--- src/rtl/rrl_pkg.sv ---
// Shared types and constants for the report rate-limit table.
// Holds the transaction payload structs, command codes and register indexes.
// No dependencies.
package rrl_pkg;

    localparam int IDENT_W   = 64;
    localparam int NOW_W     = 32;
    localparam int CMD_W     = 3;
    localparam int COUNT_W   = 5;
    localparam int CFG_W     = 32;
    localparam int CFG_IDX_W = 1;

    localparam logic [CMD_W-1:0] CMD_ADD    = 3'd0;
    localparam logic [CMD_W-1:0] CMD_QUERY  = 3'd1;
    localparam logic [CMD_W-1:0] CMD_POLL   = 3'd2;
    localparam logic [CMD_W-1:0] CMD_ALL    = 3'd3;
    localparam logic [CMD_W-1:0] CMD_REMOVE = 3'd4;

    localparam logic [CFG_IDX_W-1:0] CFG_COLLECTION = 1'b0;
    localparam logic [CFG_IDX_W-1:0] CFG_TOLERANCE  = 1'b1;

    localparam logic [CFG_W-1:0] COLLECTION_RESET = 32'd1000;
    localparam logic [CFG_W-1:0] TOLERANCE_RESET  = 32'd1000;

    typedef struct packed {
        logic [CMD_W-1:0]   cmd;
        logic [IDENT_W-1:0] ident;
        logic [NOW_W-1:0]   now;
    } t_in_item;

    typedef struct packed {
        logic [IDENT_W-1:0] out_ident;
        logic               flag;
        logic               dropped;
        logic               last_of_run;
        logic [COUNT_W-1:0] entry_count;
    } t_out_item;

endpackage

--- src/rtl/rrl_ram.sv ---
// Generic single-write, single-read RAM with registered read data.
// Read data holds its value while no read is issued. No dependencies.
module rrl_ram #(
    parameter  int WIDTH  = 8,
    parameter  int DEPTH  = 16,
    localparam int ADDR_W = (DEPTH > 1) ? $clog2(DEPTH) : 1
) (
    input  logic                 i_clk,
    input  logic                 i_wr_en,
    input  logic [ADDR_W-1:0]    i_wr_addr,
    input  logic [WIDTH-1:0]     i_wr_data,
    input  logic                 i_rd_en,
    input  logic [ADDR_W-1:0]    i_rd_addr,
    output logic [WIDTH-1:0]     o_rd_data
);
    logic [WIDTH-1:0] r_mem [DEPTH];
    logic [WIDTH-1:0] r_rd_data;

    always_ff @(posedge i_clk) begin
        if (i_wr_en) begin
            r_mem[i_wr_addr] <= i_wr_data;
        end
        if (i_rd_en) begin
            r_rd_data <= r_mem[i_rd_addr];
        end
    end

    assign o_rd_data = r_rd_data;

endmodule

--- src/rtl/rrl_age_unit.sv ---
// Shared age comparator: wrap-safe age of a stamp against a threshold.
// Used by the sequencer for both expiry and report checks. No dependencies.
module rrl_age_unit #(
    parameter int TIME_BITS = 32
) (
    input  logic [TIME_BITS-1:0] i_now,
    input  logic [TIME_BITS-1:0] i_stamp,
    input  logic [TIME_BITS-1:0] i_limit,
    output logic                 o_over
);
    logic [TIME_BITS-1:0] age;

    // modulo 2^TIME_BITS difference
    assign age    = i_now - i_stamp;
    assign o_over = (age > i_limit);

endmodule

--- src/rtl/report_rate_limit_table.sv ---
// Top level of the report rate-limit table: sequencer, entry memory, config registers.
// Depends on rrl_pkg, rrl_ram and rrl_age_unit.
//
// The table keeps up to TABLE_DEPTH identifiers packed at the front of one entry
// memory, each with a last-report and a last-seen stamp of TIME_BITS ticks. One
// transaction is taken at a time: the input stalls from acceptance until the
// walk over the memory has ended and the last result of that transaction has
// been staged into the output register. Every operation walks the memory
// through its single read port, issuing one read and then evaluating the
// entry, so the cost scales with the fill count N: add, query and remove scan
// the entries up to the match, remove then shifts every entry behind the
// removed one down, report-all visits every entry, and poll makes a counting
// pass (it must know the final count and the last due entry before emitting)
// followed by an emit-and-compact pass. The single age comparator is
// time-shared between the expiry check (last-seen against collection plus
// tolerance, saturated) and the report check (last-report against collection),
// and each poll entry is checked by both in turn, S_EV then S_EV2. Each result
// waits in the output register until taken; a stalled output holds the
// sequencer. Config registers may be written only while the block is idle.
module report_rate_limit_table #(
    parameter int TABLE_DEPTH = 16,
    parameter int TIME_BITS   = 32
) (
    input  logic                           i_clk,
    input  logic                           i_rst_n,
    // input transactions
    input  logic                           i_in_valid,
    input  rrl_pkg::t_in_item              i_in_data,
    output logic                           o_in_stall,
    // result transactions
    output logic                           o_out_valid,
    output rrl_pkg::t_out_item             o_out_data,
    input  logic                           i_out_stall,
    // config writes
    input  logic                           i_cfg_valid,
    input  logic [rrl_pkg::CFG_IDX_W-1:0]  i_cfg_index,
    input  logic [rrl_pkg::CFG_W-1:0]      i_cfg_data,
    output logic                           o_cfg_ready
);
    localparam int IDX_W   = (TABLE_DEPTH > 1) ? $clog2(TABLE_DEPTH) : 1;
    localparam int CNT_W   = $clog2(TABLE_DEPTH + 1);
    localparam int ENTRY_W = rrl_pkg::IDENT_W + 2 * TIME_BITS;
    localparam logic [CNT_W-1:0] DEPTH_C = CNT_W'(TABLE_DEPTH);
    localparam logic [CNT_W-1:0] ONE_C   = CNT_W'(1);

    typedef enum logic [2:0] {
        S_IDLE,
        S_RD,
        S_EV,
        S_EV2,
        S_OUT
    } t_state;

    // what the current walk over the memory is doing
    typedef enum logic [2:0] {
        P_FIND,
        P_SHIFT,
        P_COUNT,
        P_APPLY,
        P_ALL
    } t_pass;

    // ---------------------------------------------------------------- config
    logic [TIME_BITS-1:0] r_coll;
    logic [TIME_BITS-1:0] r_tol;
    logic [TIME_BITS:0]   lim_sum;
    logic [TIME_BITS-1:0] limit_sat;

    assign o_cfg_ready = 1'b1;

    always_ff @(posedge i_clk) begin
        if (!i_rst_n) begin
            r_coll <= TIME_BITS'(rrl_pkg::COLLECTION_RESET);
            r_tol  <= TIME_BITS'(rrl_pkg::TOLERANCE_RESET);
        end else if (i_cfg_valid && o_cfg_ready) begin
            case (i_cfg_index)
                rrl_pkg::CFG_COLLECTION: r_coll <= TIME_BITS'(i_cfg_data);
                rrl_pkg::CFG_TOLERANCE:  r_tol  <= TIME_BITS'(i_cfg_data);
                default: ;
            endcase
        end
    end

    // expiry threshold: collection plus tolerance, saturated
    assign lim_sum   = {1'b0, r_coll} + {1'b0, r_tol};
    assign limit_sat = lim_sum[TIME_BITS] ? {TIME_BITS{1'b1}} : lim_sum[TIME_BITS-1:0];

    // ---------------------------------------------------------------- state
    t_state               r_state, n_state;
    t_state               r_after, n_after;
    t_pass                r_pass, n_pass;
    logic [rrl_pkg::CMD_W-1:0]   r_cmd, n_cmd;
    logic [rrl_pkg::IDENT_W-1:0] r_ident, n_ident;
    logic [TIME_BITS-1:0] r_now, n_now;
    logic [TIME_BITS-1:0] r_limit, n_limit;
    logic [CNT_W-1:0]     r_idx, n_idx;
    logic [CNT_W-1:0]     r_w, n_w;
    logic [CNT_W-1:0]     r_keep, n_keep;
    logic [CNT_W-1:0]     r_nemit, n_nemit;
    logic [CNT_W-1:0]     r_emitted, n_emitted;
    logic [CNT_W-1:0]     r_fill, n_fill;
    logic                 r_exp, n_exp;
    rrl_pkg::t_out_item   r_res, n_res;
    logic                 r_out_valid, n_out_valid;
    rrl_pkg::t_out_item   r_out_data, n_out_data;

    // ---------------------------------------------------------------- memory
    logic                 ram_we;
    logic [IDX_W-1:0]     ram_waddr;
    logic [ENTRY_W-1:0]   ram_wdata;
    logic                 ram_re;
    logic [ENTRY_W-1:0]   ram_rdata;
    logic [rrl_pkg::IDENT_W-1:0] rd_ident;
    logic [TIME_BITS-1:0] rd_rpt;
    logic [TIME_BITS-1:0] rd_seen;

    assign rd_ident = ram_rdata[ENTRY_W-1 -: rrl_pkg::IDENT_W];
    assign rd_rpt   = ram_rdata[2*TIME_BITS-1 -: TIME_BITS];
    assign rd_seen  = ram_rdata[TIME_BITS-1:0];

    rrl_ram #(
        .WIDTH (ENTRY_W),
        .DEPTH (TABLE_DEPTH)
    ) u_entries (
        .i_clk     (i_clk),
        .i_wr_en   (ram_we),
        .i_wr_addr (ram_waddr),
        .i_wr_data (ram_wdata),
        .i_rd_en   (ram_re),
        .i_rd_addr (r_idx[IDX_W-1:0]),
        .o_rd_data (ram_rdata)
    );

    // ---------------------------------------------------------------- age unit
    // first evaluation cycle checks expiry, second checks report due
    logic [TIME_BITS-1:0] unit_stamp;
    logic [TIME_BITS-1:0] unit_limit;
    logic                 age_over;

    assign unit_stamp = (r_state == S_EV) ? rd_seen : rd_rpt;
    assign unit_limit = (r_state == S_EV) ? r_limit : r_coll;

    rrl_age_unit #(
        .TIME_BITS (TIME_BITS)
    ) u_age (
        .i_now   (r_now),
        .i_stamp (unit_stamp),
        .i_limit (unit_limit),
        .o_over  (age_over)
    );

    // ---------------------------------------------------------------- sequencer
    logic in_acc;
    logic slot_free;
    logic [CNT_W-1:0] fill_inc;
    logic [CNT_W-1:0] fill_dec;
    logic [CNT_W-1:0] idx_dec;

    assign o_in_stall = (r_state != S_IDLE);
    assign in_acc     = i_in_valid && !o_in_stall;
    assign slot_free  = !r_out_valid || !i_out_stall;
    assign fill_inc   = r_fill + ONE_C;
    assign fill_dec   = r_fill - ONE_C;
    assign idx_dec    = r_idx - ONE_C;

    always_comb begin
        n_state     = r_state;
        n_after     = r_after;
        n_pass      = r_pass;
        n_cmd       = r_cmd;
        n_ident     = r_ident;
        n_now       = r_now;
        n_limit     = r_limit;
        n_idx       = r_idx;
        n_w         = r_w;
        n_keep      = r_keep;
        n_nemit     = r_nemit;
        n_emitted   = r_emitted;
        n_fill      = r_fill;
        n_exp       = r_exp;
        n_res       = r_res;
        n_out_valid = r_out_valid;
        n_out_data  = r_out_data;
        ram_we      = 1'b0;
        ram_waddr   = r_idx[IDX_W-1:0];
        ram_wdata   = ram_rdata;
        ram_re      = 1'b0;

        // drain the output register when its transaction completes
        if (slot_free) begin
            n_out_valid = 1'b0;
        end

        case (r_state)
            S_IDLE: begin
                if (in_acc) begin
                    n_cmd     = i_in_data.cmd;
                    n_ident   = i_in_data.ident;
                    n_now     = TIME_BITS'(i_in_data.now);
                    n_limit   = limit_sat;
                    n_idx     = '0;
                    n_w       = '0;
                    n_keep    = '0;
                    n_nemit   = '0;
                    n_emitted = '0;
                    n_res     = '0;
                    n_res.last_of_run = 1'b1;
                    n_res.entry_count = rrl_pkg::COUNT_W'(r_fill);
                    n_after   = S_IDLE;
                    case (i_in_data.cmd)
                        rrl_pkg::CMD_ADD, rrl_pkg::CMD_QUERY, rrl_pkg::CMD_REMOVE: begin
                            n_pass  = P_FIND;
                            n_state = S_RD;
                        end
                        rrl_pkg::CMD_POLL: begin
                            n_pass  = P_COUNT;
                            n_state = S_RD;
                        end
                        rrl_pkg::CMD_ALL: begin
                            n_pass  = P_ALL;
                            n_nemit = r_fill;
                            n_state = S_RD;
                        end
                        default: begin
                            // unknown command: one empty result, no state change
                            n_state = S_OUT;
                        end
                    endcase
                end
            end

            S_RD: begin
                if (r_idx < r_fill) begin
                    ram_re  = 1'b1;
                    n_state = S_EV;
                end else begin
                    // end of the current walk
                    n_res             = '0;
                    n_res.last_of_run = 1'b1;
                    n_res.entry_count = rrl_pkg::COUNT_W'(r_fill);
                    n_after           = S_IDLE;
                    case (r_pass)
                        P_FIND: begin
                            n_state = S_OUT;
                            if (r_cmd == rrl_pkg::CMD_ADD) begin
                                n_res.flag = 1'b1;
                                if (r_fill < DEPTH_C) begin
                                    // append the new identifier
                                    ram_we    = 1'b1;
                                    ram_waddr = r_fill[IDX_W-1:0];
                                    ram_wdata = {r_ident, r_now, r_now};
                                    n_fill    = fill_inc;
                                    n_res.entry_count = rrl_pkg::COUNT_W'(fill_inc);
                                end else begin
                                    n_res.dropped = 1'b1;
                                end
                            end
                        end
                        P_SHIFT: begin
                            n_fill            = fill_dec;
                            n_res.flag        = 1'b1;
                            n_res.entry_count = rrl_pkg::COUNT_W'(fill_dec);
                            n_state           = S_OUT;
                        end
                        P_COUNT: begin
                            n_pass = P_APPLY;
                            n_idx  = '0;
                        end
                        P_APPLY: begin
                            n_fill            = r_w;
                            n_res.entry_count = rrl_pkg::COUNT_W'(r_w);
                            n_state           = (r_nemit == '0) ? S_OUT : S_IDLE;
                        end
                        P_ALL: begin
                            n_state = (r_fill == '0) ? S_OUT : S_IDLE;
                        end
                        default: begin
                            n_state = S_IDLE;
                        end
                    endcase
                end
            end

            S_EV: begin
                n_res             = '0;
                n_res.entry_count = rrl_pkg::COUNT_W'(r_fill);
                case (r_pass)
                    P_FIND: begin
                        if (rd_ident == r_ident) begin
                            n_res.last_of_run = 1'b1;
                            n_after           = S_IDLE;
                            case (r_cmd)
                                rrl_pkg::CMD_ADD: begin
                                    // known identifier: refresh last-seen only
                                    ram_we    = 1'b1;
                                    ram_wdata = {rd_ident, rd_rpt, r_now};
                                    n_state   = S_OUT;
                                end
                                rrl_pkg::CMD_REMOVE: begin
                                    n_pass  = P_SHIFT;
                                    n_idx   = r_idx + ONE_C;
                                    n_state = S_RD;
                                end
                                default: begin
                                    n_res.flag = 1'b1;
                                    n_state    = S_OUT;
                                end
                            endcase
                        end else begin
                            n_idx   = r_idx + ONE_C;
                            n_state = S_RD;
                        end
                    end
                    P_SHIFT: begin
                        // close the gap, one entry down
                        ram_we    = 1'b1;
                        ram_waddr = idx_dec[IDX_W-1:0];
                        n_idx     = r_idx + ONE_C;
                        n_state   = S_RD;
                    end
                    P_COUNT: begin
                        if (!age_over) begin
                            n_keep = r_keep + ONE_C;
                        end
                        n_state = S_EV2;
                    end
                    P_APPLY: begin
                        n_exp   = age_over;
                        n_state = S_EV2;
                    end
                    P_ALL: begin
                        ram_we            = 1'b1;
                        ram_wdata         = {rd_ident, r_now, rd_seen};
                        n_res.out_ident   = rd_ident;
                        n_res.flag        = 1'b1;
                        n_res.last_of_run = (fill_dec == r_idx);
                        n_idx             = r_idx + ONE_C;
                        n_after           = S_RD;
                        n_state           = S_OUT;
                    end
                    default: begin
                        n_state = S_IDLE;
                    end
                endcase
            end

            S_EV2: begin
                n_idx   = r_idx + ONE_C;
                n_state = S_RD;
                case (r_pass)
                    P_COUNT: begin
                        if (age_over) begin
                            n_nemit = r_nemit + ONE_C;
                        end
                    end
                    P_APPLY: begin
                        // keep unexpired entries, packed at the write pointer
                        if (!r_exp) begin
                            ram_we    = 1'b1;
                            ram_waddr = r_w[IDX_W-1:0];
                            ram_wdata = {rd_ident, (age_over ? r_now : rd_rpt), rd_seen};
                            n_w       = r_w + ONE_C;
                        end
                        if (age_over) begin
                            n_res             = '0;
                            n_res.out_ident   = rd_ident;
                            n_res.flag        = 1'b1;
                            n_res.last_of_run = ((r_emitted + ONE_C) == r_nemit);
                            n_res.entry_count = rrl_pkg::COUNT_W'(r_keep);
                            n_emitted         = r_emitted + ONE_C;
                            n_after           = S_RD;
                            n_state           = S_OUT;
                        end
                    end
                    default: begin
                        n_state = S_IDLE;
                    end
                endcase
            end

            S_OUT: begin
                // hold until the output register frees up
                if (slot_free) begin
                    n_out_valid = 1'b1;
                    n_out_data  = r_res;
                    n_state     = r_after;
                end
            end

            default: begin
                n_state = S_IDLE;
            end
        endcase
    end

    always_ff @(posedge i_clk) begin
        if (!i_rst_n) begin
            r_state     <= S_IDLE;
            r_after     <= S_IDLE;
            r_pass      <= P_FIND;
            r_fill      <= '0;
            r_out_valid <= 1'b0;
        end else begin
            r_state     <= n_state;
            r_after     <= n_after;
            r_pass      <= n_pass;
            r_fill      <= n_fill;
            r_out_valid <= n_out_valid;
        end
        r_cmd      <= n_cmd;
        r_ident    <= n_ident;
        r_now      <= n_now;
        r_limit    <= n_limit;
        r_idx      <= n_idx;
        r_w        <= n_w;
        r_keep     <= n_keep;
        r_nemit    <= n_nemit;
        r_emitted  <= n_emitted;
        r_exp      <= n_exp;
        r_res      <= n_res;
        r_out_data <= n_out_data;
    end

    assign o_out_valid = r_out_valid;
    assign o_out_data  = r_out_data;

endmodule
--- config.mk ---
export PLATFORM = sky130hd
export DESIGN_NAME = report_rate_limit_table
export DESIGN_NICKNAME = d
export VERILOG_FILES = /design/src/rtl/rrl_pkg.sv /design/src/rtl/rrl_ram.sv /design/src/rtl/rrl_age_unit.sv /design/src/rtl/report_rate_limit_table.sv
export SDC_FILE = /design/constraint.sdc
export NUM_CORES = 2
export LEC_CHECK = 0
export BUFFER_PORTS_ARGS = -buffer_cell sky130_fd_sc_hd__buf_2
export CORE_MARGIN = 2
export CORE_UTILIZATION = 38
export CTS_CLUSTER_SIZE = 28
export DETAILED_ROUTE_END_ITERATION = 10
export PLACE_DENSITY = 0.49
export SYNTH_ARGS = -nofsm -noshare
export SYNTH_HDL_FRONTEND = slang
export SYNTH_SLANG_ARGS = --single-unit
--- constraint.sdc ---
create_clock -name i_clk -period 17.3 [get_ports i_clk]
set_input_delay 0.865 -clock i_clk [delete_from_list [all_inputs] [get_ports i_clk]]
set_output_delay 0.865 -clock i_clk [all_outputs]
set_load 0.02 [all_outputs]
==> results.py <==
metrics = {
    "timing": {
        "grt_setup_unrepaired": "no",
        "layout_min_cycle_time_ns": 8.23,
        "layout_setup_ws_ns": 9.07,
        "hold_viol_final": 0,
        "slew_violations": 0,
        "relSlewSlack_pct": 18.9,
        "fin_crit_sh_pct": 47.6,
        "tns_ns": 0,
        "tightest_slew_ns": 1.22,
        "setup_viol": 0,
        "max_freq_mhz": 121,
        "worst_clock_skew_ns": 0.0917,
    },
    "critical_path": {
        "cp.required_ns": 17.77,
        "r2r-end": "r_res[68]$_DFFE_PP_",
        "critPathCapture": "r_res[68]$_DFFE_PP_",
        "cpMostUsedCell": "nand4_1",
        "critPathTopFamily": "simple AND/OR/NAND/NOR gates",
        "critPathKind": "flop to flop",
        "reg2reg_from": "r_state[1]$_SDFFE_PN0P_",
        "crit_buf_inv": 2,
        "startpoint_type": "flop",
        "crit_slowest_cell": "or2_2",
        "reg2reg_slack_ns": 9.07,
        "reg2regPathDepth": 25,
        "crit_fanout": 37,
        "critical_path_cell_count": 25,
        "crit_path_end_kind": "flop",
        "crit_start": "r_state[1]$_SDFFE_PN0P_",
        "worstPathArrival_ns": 8.70,
        "max_stage_delay_ns": 0.60,
    },
    "synthesis": {
        "async_flop_share_pct": 0,
        "ys_seq_area_share_pct": 74.9,
        "yosysTopAreaCellShare_pct": 73.3,
        "netlist_area_um2": 101000,
        "syn_nets": 5099,
        "syn_area_per_cell_um2": 20.9,
        "ys_ff_latch": 2554,
        "synth_top_flop_cell": "edfxtp_1",
        "synth_area_leader_cell": "edfxtp_1",
        "syn_inst": 4850,
        "synth.distinct_cells": 86,
        "ys_warn_count": 0,
        "synth_area_leaders": "edfxtp_1 73%, mux4_2 14%, dfxtp_1 1.5%, ha_1 1.4%, nand2_1 0.90%",
        "synth_edf_count": 2477,
    },
    "final_layout": {
        "layout_commonest_cell": "edfxtp_1",
        "num-nets-final": 5453,
        "synthToLayoutAreaGrowth_pct": 14.4,
        "final_area_um2": 116000,
        "layout_common_cells": "2477 x edfxtp_1, 640 x mux4_2, 294 x clkbuf_16, 244 x nand2_1, 210 x buf_2",
        "final_util_pct": 43.7,
        "drive_above_1_share_pct": 26.9,
    },
    "grt": {
        "grt-ovfl-total": 0,
        "grt_pass1_vias": 50760,
        "grt.total_usage_pct": 19.9,
        "grt_max_degree": 131,
        "antenna_found_initial": 29,
        "grt_pass1_wl_um": 386000,
    },
    "placement": {
        "port_buffers": 210,
        "dp_hpwl_um": 142000,
        "placed_area_um2": 107000,
        "dp_slack_ns": 9.01,
        "gp_congestion": 0.791,
    },
    "route": {
        "ant_nets": 0,
        "wl_per_cell_um": 30.5,
        "drt_pass1_iterations": 5,
        "first_iter_violations": 5209,
        "avgViaCountPerCell": 5.53,
        "finalWirelength_um": 274000,
        "drcViolationCount": 0,
        "vias": 49641,
    },
    "floorplan": {
        "die_x_um": 521,
        "die-area_um2": 271000,
        "die_h_um": 521,
        "row_count": 189,
        "initial_core_util_pct": 38.2,
        "core_area_um2": 265000,
        "io_pins": 212,
    },
    "min_path": {
        "min_from": "i_in_data[59]",
        "hp-class": "primary input to flop",
        "holdPathStages": 1,
    },
    "cts": {
        "numCtsBuffers": 285,
        "cts.path.max_buffers": 4,
        "postCtsHoldBufs": 0,
        "postCtsSetupRepairBufs": 0,
        "root_buffer": "clkbuf_16",
        "clock-sinks": 2554,
        "clk_latency_ns": 0.91,
        "clk_pin_slew_worst_paths_ns": 0.06,
        "h-tree-depth": 5,
        "ctsResizeCount": 0,
        "cts_tree": "built",
    },
    "power": {
        "power_uw": 15700,
        "power_density_nw_per_um2": 136,
        "leakage_uw": 0.0368,
        "peakVddDrop_uv": 94.7,
    },
    "status": {
        "status": "completed",
    },
    "run": {
        "maxCapViolations": 0,
    },
}
synthesized netlist by cell type, types with 4 or more instances:
| master | count |
|---|---|
| nand4_1 | 18 |
| nand2b_1 | 21 |
| mux2i_1 | 67 |
| a211oi_1 | 10 |
| a22o_1 | 34 |
| nand3_1 | 42 |
| nor4_1 | 21 |
| clkbuf_1 | 130 |
| nor3b_1 | 6 |
| nor2b_1 | 83 |
| a31oi_1 | 11 |
| a41oi_1 | 5 |
| o31ai_1 | 6 |
| a31o_2 | 5 |
| or3_1 | 5 |
| o211ai_1 | 8 |
| mux2_4 | 30 |
| o21a_1 | 15 |
| nand2_1 | 244 |
| a21boi_0 | 57 |
| and2_1 | 9 |
| buf_6 | 6 |
| nor3_1 | 21 |
| or2_2 | 6 |
| dfxtp_1 | 77 |
| inv_1 | 34 |
| buf_2 | 22 |
| a21o_1 | 33 |
| a21oi_1 | 77 |
| o21ai_1 | 4 |
| and3_1 | 4 |
| mux4_2 | 640 |
| mux2_2 | 64 |
| edfxtp_1 | 2477 |
| xor2_1 | 104 |
| xnor2_1 | 40 |
| nor2_1 | 93 |
| nand3b_1 | 4 |
| ha_1 | 110 |
| buf_1 | 69 |
| o21ai_0 | 65 |
cell type report:
cell class / instances / area, um2
fill: 22844 / 149000
clock inverter: 146 / 1310
tap: 3533 / 4420
sequential: 2554 / 75900
clock buffer: 370 / 7690
timing repair buffer: 295 / 1930
multi-input combinational: 2032 / 24600
antenna: 5 / 12.5
inverter: 36 / 143
layer usage:
metal | track usage [%] | vias to the layer above | routed length [um]
li1 | - | 20789 | -
met1 | 29.4 | 26898 | 124000
met2 | 31.2 | 1586 | 128000
met3 | 3.11 | 362 | 16000
met4 | 4.50 | 6 | 5650
met5 | 0 | - | 40
flip-flops by register name (all words and copies together), names as in the netlist, named ones only:
name                 cells
r_emitted                5
r_ident                 64
r_after                  1
r_cmd                    3
u_entries.r_mem       2048
r_state                  3
r_fill                   5
r_exp                    1
r_coll                  32
r_now                   32
u_entries.o_rd_data    128
o_out_data              72
r_tol                   32
r_limit                 32
r_keep                   5
r_pass                   3
r_w                      5
r_idx                    5
r_nemit                  5
r_res                   72
through the flow:
| stage | hold WS, ns | instances |
|---|---|---|
| floorplan | 0.400 | 4850 |
| global placement | 0.405 | 8450 |
| detailed placement | 0.405 | 8450 |
| CTS | 0.0711 | 8966 |
| global route | 0.105 | 8968 |
| finish | 0.144 | 8971 |
worst reg2reg max path, stage by stage, from the launching register on:
cell	delay, ns
dfxtp_1	0.54
nand2b_1	0.34
or2_2	0.60
nand2_1	0.15
nand2_1	0.07
ha_1	0.21
fa_1	0.42
nand2b_1	0.19
a21oi_1	0.24
nor4_1	0.09
o21ai_1	0.37
a41oi_1	0.26
a311oi_1	0.39
nor3_1	0.16
or4b_1	0.54
nand4_1	0.10
ha_1	0.16
nand4_1	0.09
nor3_1	0.35
nand4_1	0.18
o31ai_1	0.23
o21ba_1	0.52
a21oi_1	0.24
nor2_4	0.10
buf_4	0.54
buf_4	0.68
report_power, final:
group	internal [uW]	switching, uW
clock network	3420	2460
logic	1120	1420
registers	7170	134
cells by family after synthesis:
family | after synthesis | share of synthesized area [%]
DFF | 2554 | 74.9
muxes | 803 | 16.1
and+or+nand+nor | 593 | 2.80
AOI/OAI and AO/OA | 379 | 2.58
buffers and inverters | 264 | 1.05
xor gates and xnor gates | 144 | 1.24
adders and majority gates | 112 | 1.40
other | 1 | 0.00370
worst min-delay path by stage:
stage | to | slack, ns
floorplan | o_out_data[0]$_DFFE_PP_ | 0.40
global placement | o_out_data[43]$_DFFE_PP_ | 0.40
detailed placement | o_out_data[32]$_DFFE_PP_ | 0.40
CTS | r_ident[27]$_DFFE_PP_ | 0.07
global route | r_ident[31]$_DFFE_PP_ | 0.11
finish | r_ident[27]$_DFFE_PP_ | 0.14
Note: power is estimated with default switching activity, not from simulation.
